===== src/hdl/arp_pkg.sv =====
// Shared types, constants and byte helpers of the ARP responder.
package arp_pkg;

   // Frame geometry and well-known field values.
   localparam logic [5:0]  FRAME_LEN      = 6'd42;
   localparam logic [5:0]  LAST_POS       = FRAME_LEN - 6'd1;
   localparam logic [15:0] ETHERTYPE_ARP  = 16'h0806;
   localparam logic [7:0]  WILDCARD_BYTE  = 8'h2A;
   localparam logic [47:0] BROADCAST_MAC  = 48'hFFFF_FFFF_FFFF;

   // Input word kinds.
   localparam logic [1:0] KIND_RX        = 2'd0;
   localparam logic [1:0] KIND_DIRECTED  = 2'd1;
   localparam logic [1:0] KIND_BROADCAST = 2'd2;
   localparam logic [1:0] KIND_UNUSED    = 2'd3;

   // Configuration port geometry and register indexes.
   localparam int CSR_INDEX_W = 3;
   localparam int CSR_DATA_W  = 48;
   localparam logic [CSR_INDEX_W-1:0] REG_ANNOUNCED_IP  = 3'd0;
   localparam logic [CSR_INDEX_W-1:0] REG_ANNOUNCED_MAC = 3'd1;
   localparam logic [CSR_INDEX_W-1:0] REG_PEER_IP       = 3'd2;
   localparam logic [CSR_INDEX_W-1:0] REG_PEER_MAC      = 3'd3;
   localparam logic [CSR_INDEX_W-1:0] REG_PEER_WILDCARD = 3'd4;

   // Configuration register contents.
   typedef struct packed {
      logic [31:0] announced_ip;
      logic [47:0] announced_mac;
      logic [31:0] peer_ip;
      logic [47:0] peer_mac;
      logic        peer_mac_wildcards;
   } cfg_type;

   // Request to start one reply frame.
   typedef struct packed {
      logic        start;
      logic [47:0] dst;
      logic [31:0] tpa;
   } launch_type;

   // Byte i of a MAC value, byte 0 first on the wire.
   function automatic logic [7:0] mac_byte(input logic [47:0] mac, input logic [2:0] i);
      logic [7:0] b;
      case (i)
         3'd0:    b = mac[47:40];
         3'd1:    b = mac[39:32];
         3'd2:    b = mac[31:24];
         3'd3:    b = mac[23:16];
         3'd4:    b = mac[15:8];
         default: b = mac[7:0];
      endcase
      return b;
   endfunction

   // Byte i of an IPv4 address, byte 0 first on the wire.
   function automatic logic [7:0] ip_byte(input logic [31:0] ip, input logic [1:0] i);
      logic [7:0] b;
      case (i)
         2'd0:    b = ip[31:24];
         2'd1:    b = ip[23:16];
         2'd2:    b = ip[15:8];
         default: b = ip[7:0];
      endcase
      return b;
   endfunction

   // Fixed header bytes of the reply at positions 12 to 21.
   function automatic logic [7:0] reply_const(input logic [5:0] pos);
      logic [7:0] b;
      case (pos)
         6'd12:   b = 8'h08;
         6'd13:   b = 8'h06;
         6'd14:   b = 8'h00;
         6'd15:   b = 8'h01;
         6'd16:   b = 8'h08;
         6'd17:   b = 8'h00;
         6'd18:   b = 8'h06;
         6'd19:   b = 8'h04;
         6'd20:   b = 8'h00;
         6'd21:   b = 8'h02;
         default: b = 8'h00;
      endcase
      return b;
   endfunction

endpackage


===== src/hdl/arp_request_match_reply.sv =====
// ARP responder top level: configuration registers, input handshake and the two halves.
//
// Received frame words (kind 0) are taken one per cycle, also while a reply is being sent,
// and are captured in a single pass. A frame that ends with at least 42 bytes and matches
// ethertype, sender IP, sender MAC and target IP starts one 42-word reply and the block then
// stops answering; send commands (kinds 1 and 2) start a directed or broadcast reply. A reply
// occupies the transmit sequencer until its last word has been loaded into the output register;
// while it runs, send commands and last frame words wait, since each may start a reply of its
// own. The word that starts a reply is registered in the sequencer state, and the first reply
// word is then registered in the output register; it waits longer while the last word of the
// previous reply is still waiting at the output.
module arp_request_match_reply (
   input  logic                             clock,
   input  logic                             reset,
   input  logic                             req_valid,
   output logic                             req_ready,
   input  logic [1:0]                       req_kind,
   input  logic [7:0]                       req_rx_byte,
   input  logic                             req_rx_last,
   output logic                             rsp_valid,
   input  logic                             rsp_ready,
   output logic [7:0]                       rsp_tx_byte,
   output logic                             rsp_tx_last,
   input  logic                             csr_we,
   input  logic [arp_pkg::CSR_INDEX_W-1:0]  csr_index,
   input  logic [arp_pkg::CSR_DATA_W-1:0]   csr_wdata
);

   arp_pkg::cfg_type    cfg_ff, cfg_in;
   arp_pkg::launch_type launch;
   logic                clear_learned;
   logic                busy;
   logic                accept;

   // Configuration register writes.
   always_comb begin
      cfg_in        = cfg_ff;
      clear_learned = 1'b0;
      if (csr_we) begin
         case (csr_index)
            arp_pkg::REG_ANNOUNCED_IP:  cfg_in.announced_ip  = csr_wdata[31:0];
            arp_pkg::REG_ANNOUNCED_MAC: cfg_in.announced_mac = csr_wdata[47:0];
            arp_pkg::REG_PEER_IP:       cfg_in.peer_ip       = csr_wdata[31:0];
            arp_pkg::REG_PEER_MAC: begin
               cfg_in.peer_mac = csr_wdata[47:0];
               clear_learned   = 1'b1;
            end
            arp_pkg::REG_PEER_WILDCARD: cfg_in.peer_mac_wildcards = csr_wdata[0];
            default: ;
         endcase
      end
   end

   always_ff @(posedge clock) begin
      if (reset) begin
         cfg_ff <= '0;
      end else begin
         cfg_ff <= cfg_in;
      end
   end

   // Words that can start a reply wait while the sequencer is busy.
   always_comb begin
      req_ready = !busy
                  || ((req_kind == arp_pkg::KIND_RX) && !req_rx_last)
                  || (req_kind == arp_pkg::KIND_UNUSED);
      accept    = req_valid && req_ready;
   end

   arp_rx_match u_rx_match (
      .clock         (clock),
      .reset         (reset),
      .accept        (accept),
      .kind          (req_kind),
      .rx_byte       (req_rx_byte),
      .rx_last       (req_rx_last),
      .cfg           (cfg_ff),
      .clear_learned (clear_learned),
      .launch        (launch)
   );

   arp_tx_gen u_tx_gen (
      .clock       (clock),
      .reset       (reset),
      .launch      (launch),
      .cfg         (cfg_ff),
      .rsp_ready   (rsp_ready),
      .rsp_valid   (rsp_valid),
      .rsp_tx_byte (rsp_tx_byte),
      .rsp_tx_last (rsp_tx_last),
      .busy        (busy)
   );

endmodule


===== src/hdl/arp_rx_match.sv =====
// Receive side: field capture, request matching, wildcard learning and reply launch.
module arp_rx_match (
   input  logic                clock,
   input  logic                reset,
   input  logic                accept,
   input  logic [1:0]          kind,
   input  logic [7:0]          rx_byte,
   input  logic                rx_last,
   input  arp_pkg::cfg_type    cfg,
   input  logic                clear_learned,
   output arp_pkg::launch_type launch
);

   logic [5:0]  pos_ff, pos_in;
   logic [15:0] ethertype_ff, ethertype_in;
   logic [47:0] sender_mac_ff, sender_mac_in;
   logic [31:0] sender_ip_ff, sender_ip_in;
   logic [31:0] target_ip_ff, target_ip_in;
   logic [47:0] learned_mac_ff, learned_mac_in;
   logic [5:0]  learned_valid_ff, learned_valid_in;
   logic        answered_ff, answered_in;

   logic [5:0]  pos_next;
   logic        rx_word;
   logic        frame_end;
   logic        pre_ok;
   logic        clean_prefix;
   logic        match;
   logic [5:0]  learn;
   logic [47:0] eff_mac;

   // Capture of the request fields by byte position.
   always_comb begin
      rx_word      = accept && (kind == arp_pkg::KIND_RX);
      ethertype_in  = ethertype_ff;
      sender_mac_in = sender_mac_ff;
      sender_ip_in  = sender_ip_ff;
      target_ip_in  = target_ip_ff;
      if (pos_ff inside {[6'd12:6'd13]}) begin
         ethertype_in = {ethertype_ff[7:0], rx_byte};
      end else if (pos_ff inside {[6'd22:6'd27]}) begin
         sender_mac_in = {sender_mac_ff[39:0], rx_byte};
      end else if (pos_ff inside {[6'd28:6'd31]}) begin
         sender_ip_in = {sender_ip_ff[23:0], rx_byte};
      end else if (pos_ff inside {[6'd38:6'd41]}) begin
         target_ip_in = {target_ip_ff[23:0], rx_byte};
      end
      pos_next = (pos_ff < arp_pkg::FRAME_LEN) ? pos_ff + 6'd1 : pos_ff;
   end

   // Peer MAC comparison in wire order; wildcard bytes learn until the first mismatch.
   always_comb begin
      logic [7:0] want;
      logic [7:0] got;
      logic       wild;
      clean_prefix = 1'b1;
      learn        = '0;
      eff_mac      = '0;
      for (int i = 0; i < 6; i++) begin
         want = learned_valid_ff[i] ? arp_pkg::mac_byte(learned_mac_ff, 3'(i))
                                    : arp_pkg::mac_byte(cfg.peer_mac, 3'(i));
         got  = arp_pkg::mac_byte(sender_mac_ff, 3'(i));
         wild = cfg.peer_mac_wildcards && (want == arp_pkg::WILDCARD_BYTE);
         eff_mac[8*(5-i) +: 8] = want;
         learn[i] = clean_prefix && wild;
         if (!wild && (want != got)) begin
            clean_prefix = 1'b0;
         end
      end
   end

   // End-of-frame decision, learning update and reply launch.
   always_comb begin
      frame_end = rx_word && rx_last && !answered_ff && (pos_next == arp_pkg::FRAME_LEN);
      pre_ok    = (ethertype_ff == arp_pkg::ETHERTYPE_ARP) && (sender_ip_ff == cfg.peer_ip);
      match     = frame_end && pre_ok && clean_prefix && (target_ip_in == cfg.announced_ip);

      learned_mac_in   = learned_mac_ff;
      learned_valid_in = learned_valid_ff;
      if (clear_learned) begin
         learned_valid_in = '0;
      end else if (frame_end && pre_ok) begin
         for (int i = 0; i < 6; i++) begin
            if (learn[i]) begin
               learned_mac_in[8*(5-i) +: 8] = sender_mac_ff[8*(5-i) +: 8];
               learned_valid_in[i]          = 1'b1;
            end
         end
      end

      answered_in = answered_ff || match;
      pos_in      = pos_ff;
      if (rx_word) begin
         pos_in = rx_last ? '0 : pos_next;
      end

      // On a match the reply goes to the received sender MAC, which agrees with every non-wildcard peer byte.
      launch.start = 1'b0;
      launch.dst   = eff_mac;
      launch.tpa   = cfg.peer_ip;
      if (match) begin
         launch.start = 1'b1;
         launch.dst   = sender_mac_ff;
      end else if (accept && (kind == arp_pkg::KIND_DIRECTED)) begin
         launch.start = 1'b1;
      end else if (accept && (kind == arp_pkg::KIND_BROADCAST)) begin
         launch.start = 1'b1;
         launch.dst   = arp_pkg::BROADCAST_MAC;
         launch.tpa   = cfg.announced_ip;
      end
   end

   // Control state.
   always_ff @(posedge clock) begin
      if (reset) begin
         pos_ff           <= '0;
         learned_valid_ff <= '0;
         answered_ff      <= 1'b0;
      end else begin
         pos_ff           <= pos_in;
         learned_valid_ff <= learned_valid_in;
         answered_ff      <= answered_in;
      end
   end

   // Captured fields and learned bytes.
   always_ff @(posedge clock) begin
      if (rx_word) begin
         ethertype_ff  <= ethertype_in;
         sender_mac_ff <= sender_mac_in;
         sender_ip_ff  <= sender_ip_in;
         target_ip_ff  <= target_ip_in;
      end
      learned_mac_ff <= learned_mac_in;
   end

endmodule


===== src/hdl/arp_tx_gen.sv =====
// Transmit side: reply byte sequencer with its output register.
module arp_tx_gen (
   input  logic                clock,
   input  logic                reset,
   input  arp_pkg::launch_type launch,
   input  arp_pkg::cfg_type    cfg,
   input  logic                rsp_ready,
   output logic                rsp_valid,
   output logic [7:0]          rsp_tx_byte,
   output logic                rsp_tx_last,
   output logic                busy
);

   logic        active_ff, active_in;
   logic [5:0]  idx_ff, idx_in;
   logic [47:0] dst_ff;
   logic [31:0] tpa_ff;
   logic        out_valid_ff, out_valid_in;
   logic [7:0]  out_byte_ff;
   logic        out_last_ff;

   logic        load;
   logic [7:0]  next_byte;

   // Byte of the reply frame at the current position.
   always_comb begin
      logic [5:0] off;
      off       = '0;
      next_byte = '0;
      if (idx_ff < 6'd6) begin
         next_byte = arp_pkg::mac_byte(dst_ff, idx_ff[2:0]);
      end else if (idx_ff < 6'd12) begin
         off       = idx_ff - 6'd6;
         next_byte = arp_pkg::mac_byte(cfg.announced_mac, off[2:0]);
      end else if (idx_ff < 6'd22) begin
         next_byte = arp_pkg::reply_const(idx_ff);
      end else if (idx_ff < 6'd28) begin
         off       = idx_ff - 6'd22;
         next_byte = arp_pkg::mac_byte(cfg.announced_mac, off[2:0]);
      end else if (idx_ff < 6'd32) begin
         off       = idx_ff - 6'd28;
         next_byte = arp_pkg::ip_byte(cfg.announced_ip, off[1:0]);
      end else if (idx_ff < 6'd38) begin
         off       = idx_ff - 6'd32;
         next_byte = arp_pkg::mac_byte(dst_ff, off[2:0]);
      end else begin
         off       = idx_ff - 6'd38;
         next_byte = arp_pkg::ip_byte(tpa_ff, off[1:0]);
      end
   end

   // Sequencer advance whenever the output register is free or being emptied.
   always_comb begin
      load         = active_ff && (!out_valid_ff || rsp_ready);
      out_valid_in = load || (out_valid_ff && !rsp_ready);
      active_in    = active_ff;
      idx_in       = idx_ff;
      if (launch.start) begin
         active_in = 1'b1;
         idx_in    = '0;
      end else if (load) begin
         idx_in = idx_ff + 6'd1;
         if (idx_ff == arp_pkg::LAST_POS) begin
            active_in = 1'b0;
         end
      end
   end

   // Control state.
   always_ff @(posedge clock) begin
      if (reset) begin
         active_ff    <= 1'b0;
         idx_ff       <= '0;
         out_valid_ff <= 1'b0;
      end else begin
         active_ff    <= active_in;
         idx_ff       <= idx_in;
         out_valid_ff <= out_valid_in;
      end
   end

   // Reply addresses held for the whole frame, and the output word.
   always_ff @(posedge clock) begin
      if (launch.start) begin
         dst_ff <= launch.dst;
         tpa_ff <= launch.tpa;
      end
      if (load) begin
         out_byte_ff <= next_byte;
         out_last_ff <= (idx_ff == arp_pkg::LAST_POS);
      end
   end

   assign rsp_valid   = out_valid_ff;
   assign rsp_tx_byte = out_byte_ff;
   assign rsp_tx_last = out_last_ff;
   assign busy        = active_ff;

endmodule


===== config.mk =====
export PLATFORM = sky130hd
export DESIGN_NAME = arp_request_match_reply
export DESIGN_NICKNAME = d
export VERILOG_FILES = /design/src/hdl/arp_pkg.sv /design/src/hdl/arp_request_match_reply.sv /design/src/hdl/arp_rx_match.sv /design/src/hdl/arp_tx_gen.sv
export SDC_FILE = /design/constraint.sdc
export NUM_CORES = 1
export LEC_CHECK = 0
export ABC_CLOCK_PERIOD_IN_PS = 15200
export BUFFER_PORTS_ARGS = -buffer_cell sky130_fd_sc_hd__buf_4
export CORE_UTILIZATION = 49
export DETAILED_ROUTE_END_ITERATION = 10
export GPL_ROUTABILITY_DRIVEN = 1
export PLACE_DENSITY = 0.67
export SYNTH_ARGS = -nofsm -noshare
export SYNTH_HDL_FRONTEND = slang
export SYNTH_SLANG_ARGS = --single-unit

===== constraint.sdc =====
create_clock -name clock -period 15.2 [get_ports clock]
set_clock_uncertainty 0.1 [all_clocks]
set_input_delay 3.04 -clock clock [delete_from_list [all_inputs] [get_ports clock]]
set_output_delay 3.04 -clock clock [all_outputs]
set_load 0.005 [all_outputs]

Word level (Yosys, flattened, before mapping)
Memories as Yosys holds them, arrays and structs flattened. A register that Yosys moved wholly into a read port is not among the register bits.
Index checks and enable logic that the tools add are counted.
Widths: inputs -> output; s select.
Storage, ports and cells
  register bits after elaboration: 447
  input bits: 67
  ROM bits: 128
  word-level logic and storage cells: 227
  output and inout bits: 11
  memories kept: 1
Cells by class
  add/subtract/negate cells: 7
  bitwise gates (word level): 3
  equality and inequality tests: 44
  reductions and logical operators: 84
  $lt $le $gt $ge: 15
  multiplexer cells: 43
Memories
  (name not given): words 32, bits a word 4, read ports 1, clocked after memory_dff 1, wr ports 0, line arp_pkg.sv:71  | case (pos)
Operator list (number)
  $mux 32: 5
  $pmux 8 s5: 4
  $mux 8: 13
  $mux 81: 1
  $mux 80: 1
  $eq 32x32->1: 2
  $mux 49: 1
  $eq 8x6->1 const B: 6
  $ne 8x8->1: 6
  $pmux 8 s3: 2
  $logic_and 1x1->1: 35
  $eq 3x2->1 const B: 10
  $reduce_and 2->1: 13
  $reduce_and 3->1: 7
  $lt 6x6->1 const B: 3
  $eq 16x12->1 const B: 1
  $eq 3x1->1 const B: 5
  $eq 3x3->1 const B: 5
  $logic_not 3->1: 5
  $add 6x1->6 const B: 2
  $eq 6x6->1 const B: 2
  $ge 6x5->1 const B: 2
  $le 6x5->1 const B: 2
  $lt 6x5->1 const B: 2
  other kinds (22): 61

Longest topological paths before layout
  depth in word-level cells: 16
  depth in mapped cells: 13
  mapped depth without buffers: 10

By module
A second synthesis with hierarchy kept.
Unflattened totals
  cells, all modules: 1803
  area total of the unflattened synthesis: 21534.4 um^2
By module, submodules not included
  arp_rx_match: seq. area each 5545.3 um^2, times used 1, cells each 845, area an instance 10357.4 um^2
  arp_request_match_reply: seq. area each 3223.1 um^2, times used 1, cells each 585, area an instance 6443.7 um^2
  arp_tx_gen: seq. area each 2912.8 um^2, times used 1, cells each 373, area an instance 4733.3 um^2

Least setup slack after synthesis
OpenSTA, ideal clock, no wires.
  path type: in2reg
  start point: input req_kind[1]
  end point: register u_rx_match.sender_mac_ff[0] (enable)
  data required time: 14.587 ns
  setup slack: 7.066 ns
  buffers on the path: 0
  arrival: 7.522 ns
  setup time: 0.513 ns
  cell stages on the path: 5
  cell sequence: nor2_1 nand3_1 inv_1 nand2_1 nor3_1
On the way
  longest elaborated chain between the ends: 7
  elaborated cells between the ends (all ways): 8
  classes of those cells: 1 x eq/ne; 7 x reduce/logical
Ends and longest elaborated chain
  start: declaration: line arp_request_match_reply.sv:17  | input logic [1:0] req_kind,
  $logic_not 2->1: line arp_request_match_reply.sv:65, arp_rx_match.sv:34
  $logic_and 1x1->1: line arp_request_match_reply.sv:65  | || ((req_kind == arp_pkg::KIND_RX) && !req_rx_last)
  $logic_or 1x1->1: line arp_request_match_reply.sv:65
  $logic_or 1x1->1: line arp_request_match_reply.sv:66  | || (req_kind == arp_pkg::KIND_UNUSED);
  $logic_and 1x1->1: line arp_request_match_reply.sv:67  | accept = req_valid && req_ready;
  $logic_and 1x1->1 *: line arp_rx_match.sv:34  | rx_word = accept && (kind == arp_pkg::KIND_RX);
  named net u_rx_match.rx_word: line arp_rx_match.sv:24  | logic rx_word;
  $reduce_and 3->1 (no source line) *
  end signal: assignment: line arp_rx_match.sv:130  | sender_mac_ff <= sender_mac_in;
  end: declaration: line arp_rx_match.sv:16  | logic [47:0] sender_mac_ff, sender_mac_in;
The timed path passes the listed nets; every way through them passes the cells marked *.
A chain may end at the register's enable or synchronous reset.

Final worst setup path
  start point: input req_kind[1]
  end point: output req_ready
On the way
  longest elaborated chain between the ends: 4
  elaborated cells between the ends (all ways): 5
  classes of those cells: 1 x eq/ne; 4 x reduce/logical
Ends and longest elaborated chain
  $logic_not 2->1: line arp_request_match_reply.sv:65
  $logic_and 1x1->1: line arp_request_match_reply.sv:65
  $logic_or 1x1->1: line arp_request_match_reply.sv:65
  $logic_or 1x1->1 *: line arp_request_match_reply.sv:66
  end: declaration: line arp_request_match_reply.sv:16  | output logic req_ready,
Mark *: on every way between the ends. The rest lies on a longest branch, timed or not.

==> key figures <==
Synth
  • Post-Syn Nets: 2,035
  • Mux contribution to synthesized area: 7.74%
  • Commonest cells in the netlist: 444 x nand2_1, 265 x edfxtp_1, 221 x a21oi_1, 186 x dfxtp_1, 104 x clkbuf_1
  • Synth async-reset ratio: 0%
  • Synth Area in Simple Gates: 14.6%
  • Top cells by area, synth: edfxtp_1 39%, dfxtp_1 18%, nand2_1 8.1%
  • Post-Syn Area: 20,700 um2
  • Yosys reg bits: 451
  • Adder-cell share of the synthesized area: 0.606%
  • Yosys warnings: 0
  • Ys flop type: edfxtp_1
  • Synth Area in Compound Gates: 13.1%
  • Sequential area share after synthesis: 56.6%
  • Post-synth top area share: 38.5%
  • Most frequent cell after synthesis: nand2_1
  • Yosys cell types: 69
  • Syn Area/Cell: 10.5 um2
  • Post-synth EDFFs: 265
  • Main combinational cell family by area after synthesis: simple AND/OR/NAND/NOR gates
  • Post-Syn Instances: 1,958
  • Area leader, netlist: edfxtp_1
  • XOR/XNOR share of the synthesized area: 4.16%

CTS
  • Post-CTS sizing: 0
  • Clock insertion delay at the later pin of the skew report: 0.60 ns
  • Clk pin slew, worst setup/hold paths: 0.06 ns
  • H-Tree Depth: 2
  • CTS tree: yes
  • Clock buffer depth: 3
  • Setup repair bufs after CTS: 0
  • CTS sink count: 451
  • CTS Buf Count: 48
  • Clock root buffer: clkbuf_16
  • CTS hold repair buffers: 0

Critical path
  • Worst EP required: 12.06 ns
  • Crit path DAT: 3.72 ns
  • Worst path slowest cell: nor3_1
  • CP max FO: 5
  • CP Launch Type: input pin
  • Reg-to-reg critical path startpoint: u_rx_match.pos_ff[1]
  • Critical path origin: req_kind[1]
  • Crit end category: primary output
  • Slowest cell delay on critical path: 0.29 ns
  • Crit path kind: input pin to primary output
  • Critical path cell sequence: buf_4 > nor3_1 > a211o_1 > buf_4
  • Most frequent CP cell: buf_4

Hold path
  • Hold crit path type: register to register
  • Worst hold path startpoint: u_rx_match.ethertype_ff[5]

Timing
  • Worst relative slew slack: 23.4%
  • Fin crit period: 6.86 ns
  • RSZ-0062 raised after global routing: false
  • WHS: 0.354 ns
  • Final Hold Fails: 0
  • Final setup vio count: 0
  • Slew Limit Fails: 0
  • Fmax: 0.146 GHz
  • TNS Setup: 0 ns
  • Worst Tran Pin Value: 1.15 ns
  • Period utilization: 45.1%

Layout
  • Final net count: 2,064
  • Fill count: 3,520
  • Area occupied by multi-input gates: 8320 um2
  • Antenna fix cells: 0
  • Syn-to-layout area delta: 12.3%
  • Register area: 11,700 um2
  • Non-filler cells, final: 2,559
  • Finished Cell Area: 23,200 um2
  • Layout cells sized above 1: 13.6%

Global routing
  • Largest net degree at the start of global routing: 96
  • First-pass GRT wire length: 94,400 um
  • Antenna violations before repair: 0
  • Grt ovf: 0
  • Vias in the first global route: 14,636
  • Gr usage total: 29.5%

Place
  • # port buffers: 77
  • Dpl hpwl: 45,400 um
  • Cell area after placement: 21,600 um2
  • Placed Cells incl. Taps: 2,469
  • Routability cong.: 0.953

Die
  • Die height: 207 um
  • # rows: 74
  • Die W: 207 um
  • Die ar.: 43,000 um2
  • Core area: 41,200 um2
  • IO Pins: 78
  • Initial Util: 50.1%

Run status
  • Status: complete, no violations

Pwr
  • VDD IR max: 0.0763 mV
  • Overall power: 2680 uW
  • Leakage: 0.00818 uW
  • P per Cell Area: 116 nW/um2

Drt
  • Number of remaining DRC errors: 0
  • Pre-Repair DR Iteration Count: 8
  • Vias post-DR: 15,767
  • Routed vias/inst: 6.16
  • Number of DRC markers in iteration 0: 1,993
  • DRT antenna net count: 0
  • WL final: 64,200 um
  • Wirelength per Cell: 25.1 um

Job
  • Max-Cap Viols: 0
registers in the layout, indices dropped and copies added (netlist names), named ones only:
name / cells
cfg_ff: 161
u_rx_match.answered_ff: 1
u_rx_match.ethertype_ff: 16
u_rx_match.learned_mac_ff: 48
u_rx_match.learned_valid_ff: 6
u_rx_match.pos_ff: 6
u_rx_match.sender_ip_ff: 32
u_rx_match.sender_mac_ff: 48
u_rx_match.target_ip_ff: 32
u_tx_gen.busy: 1
u_tx_gen.dst_ff: 48
u_tx_gen.idx_ff: 6
u_tx_gen.rsp_tx_byte: 8
u_tx_gen.rsp_tx_last: 1
u_tx_gen.rsp_valid: 1
u_tx_gen.tpa_ff: 32
area by class of cell:
class,count,area share (%)
sequential,451,50.4
inverter,51,0.826
clock buffer,73,6.24
tap,532,2.87
multi-input combinational,1335,35.9
timing repair buffer,100,3.25
clock inverter,17,0.534
power breakdown:
| part | internal [uW] | switching, uW | leakage [uW] |
|---|---|---|---|
| registers | 1320 | 20.9 | 0.00392 |
| logic | 60.6 | 107 | 0.00349 |
| clock network | 676 | 498 | 0.000781 |
routing by layer:
metal | wire length [um] | global-route usage, % | part of all wire (%)
met1 | 27800 | 42.9 | 43
met2 | 27900 | 43.6 | 43
met3 | 6140 | 5.33 | 9.6
met4 | 2390 | 12.0 | 3.7
met5 | 0 | 0 | 0
worst paths after layout:
path                                  to  slack [ns]  depth (start not counted)
max                            req_ready        8.34                          4
min          u_rx_match.ethertype_ff[13]        0.35                          0
max reg2reg           u_tx_gen.dst_ff[5]        9.88                         13
min reg2reg  u_rx_match.ethertype_ff[13]        0.35                          0
critical path, delay by kind of cell:
family / cells / cell delay, ns
and+or+nand+nor: 1 / 0.29
buffers and inverters: 2 / 0.23
AOI/OAI and AO/OA: 1 / 0.15
cells in the final DEF, fill, tap and decap left out, types with 20 or more instances in the layout:
master / count
o21ai_0: 66
xor2_1: 27
a21oi_1: 221
mux2_2: 34
nor4_1: 28
edfxtp_1: 265
dfxtp_1: 186
mux2_4: 47
xnor2_1: 71
clkbuf_16: 52
inv_1: 49
o211ai_1: 29
nand3_1: 20
nand2_1: 443
buf_4: 99
nor2_1: 29
a222oi_1: 31
mux2i_1: 51
logic make-up after synthesis:
logic type / Yosys count
buffers and inverters: 172
muxes: 132
AOI/OAI and AO/OA: 443
adders and majority gates: 10
xor gates and xnor gates: 98
DFF: 451
and+or+nand+nor: 652
stage by stage:
stage | utilization (%) | worst slack [ns]
floorplan | - | 7.07
global placement | 52.5 | 7.85
detailed placement | 52.5 | 7.80
CTS | 56.3 | 8.34
global route | 56.3 | 8.15
finish | 56.3 | 8.34
No activity file was read; power rests on OpenSTA's default activity.
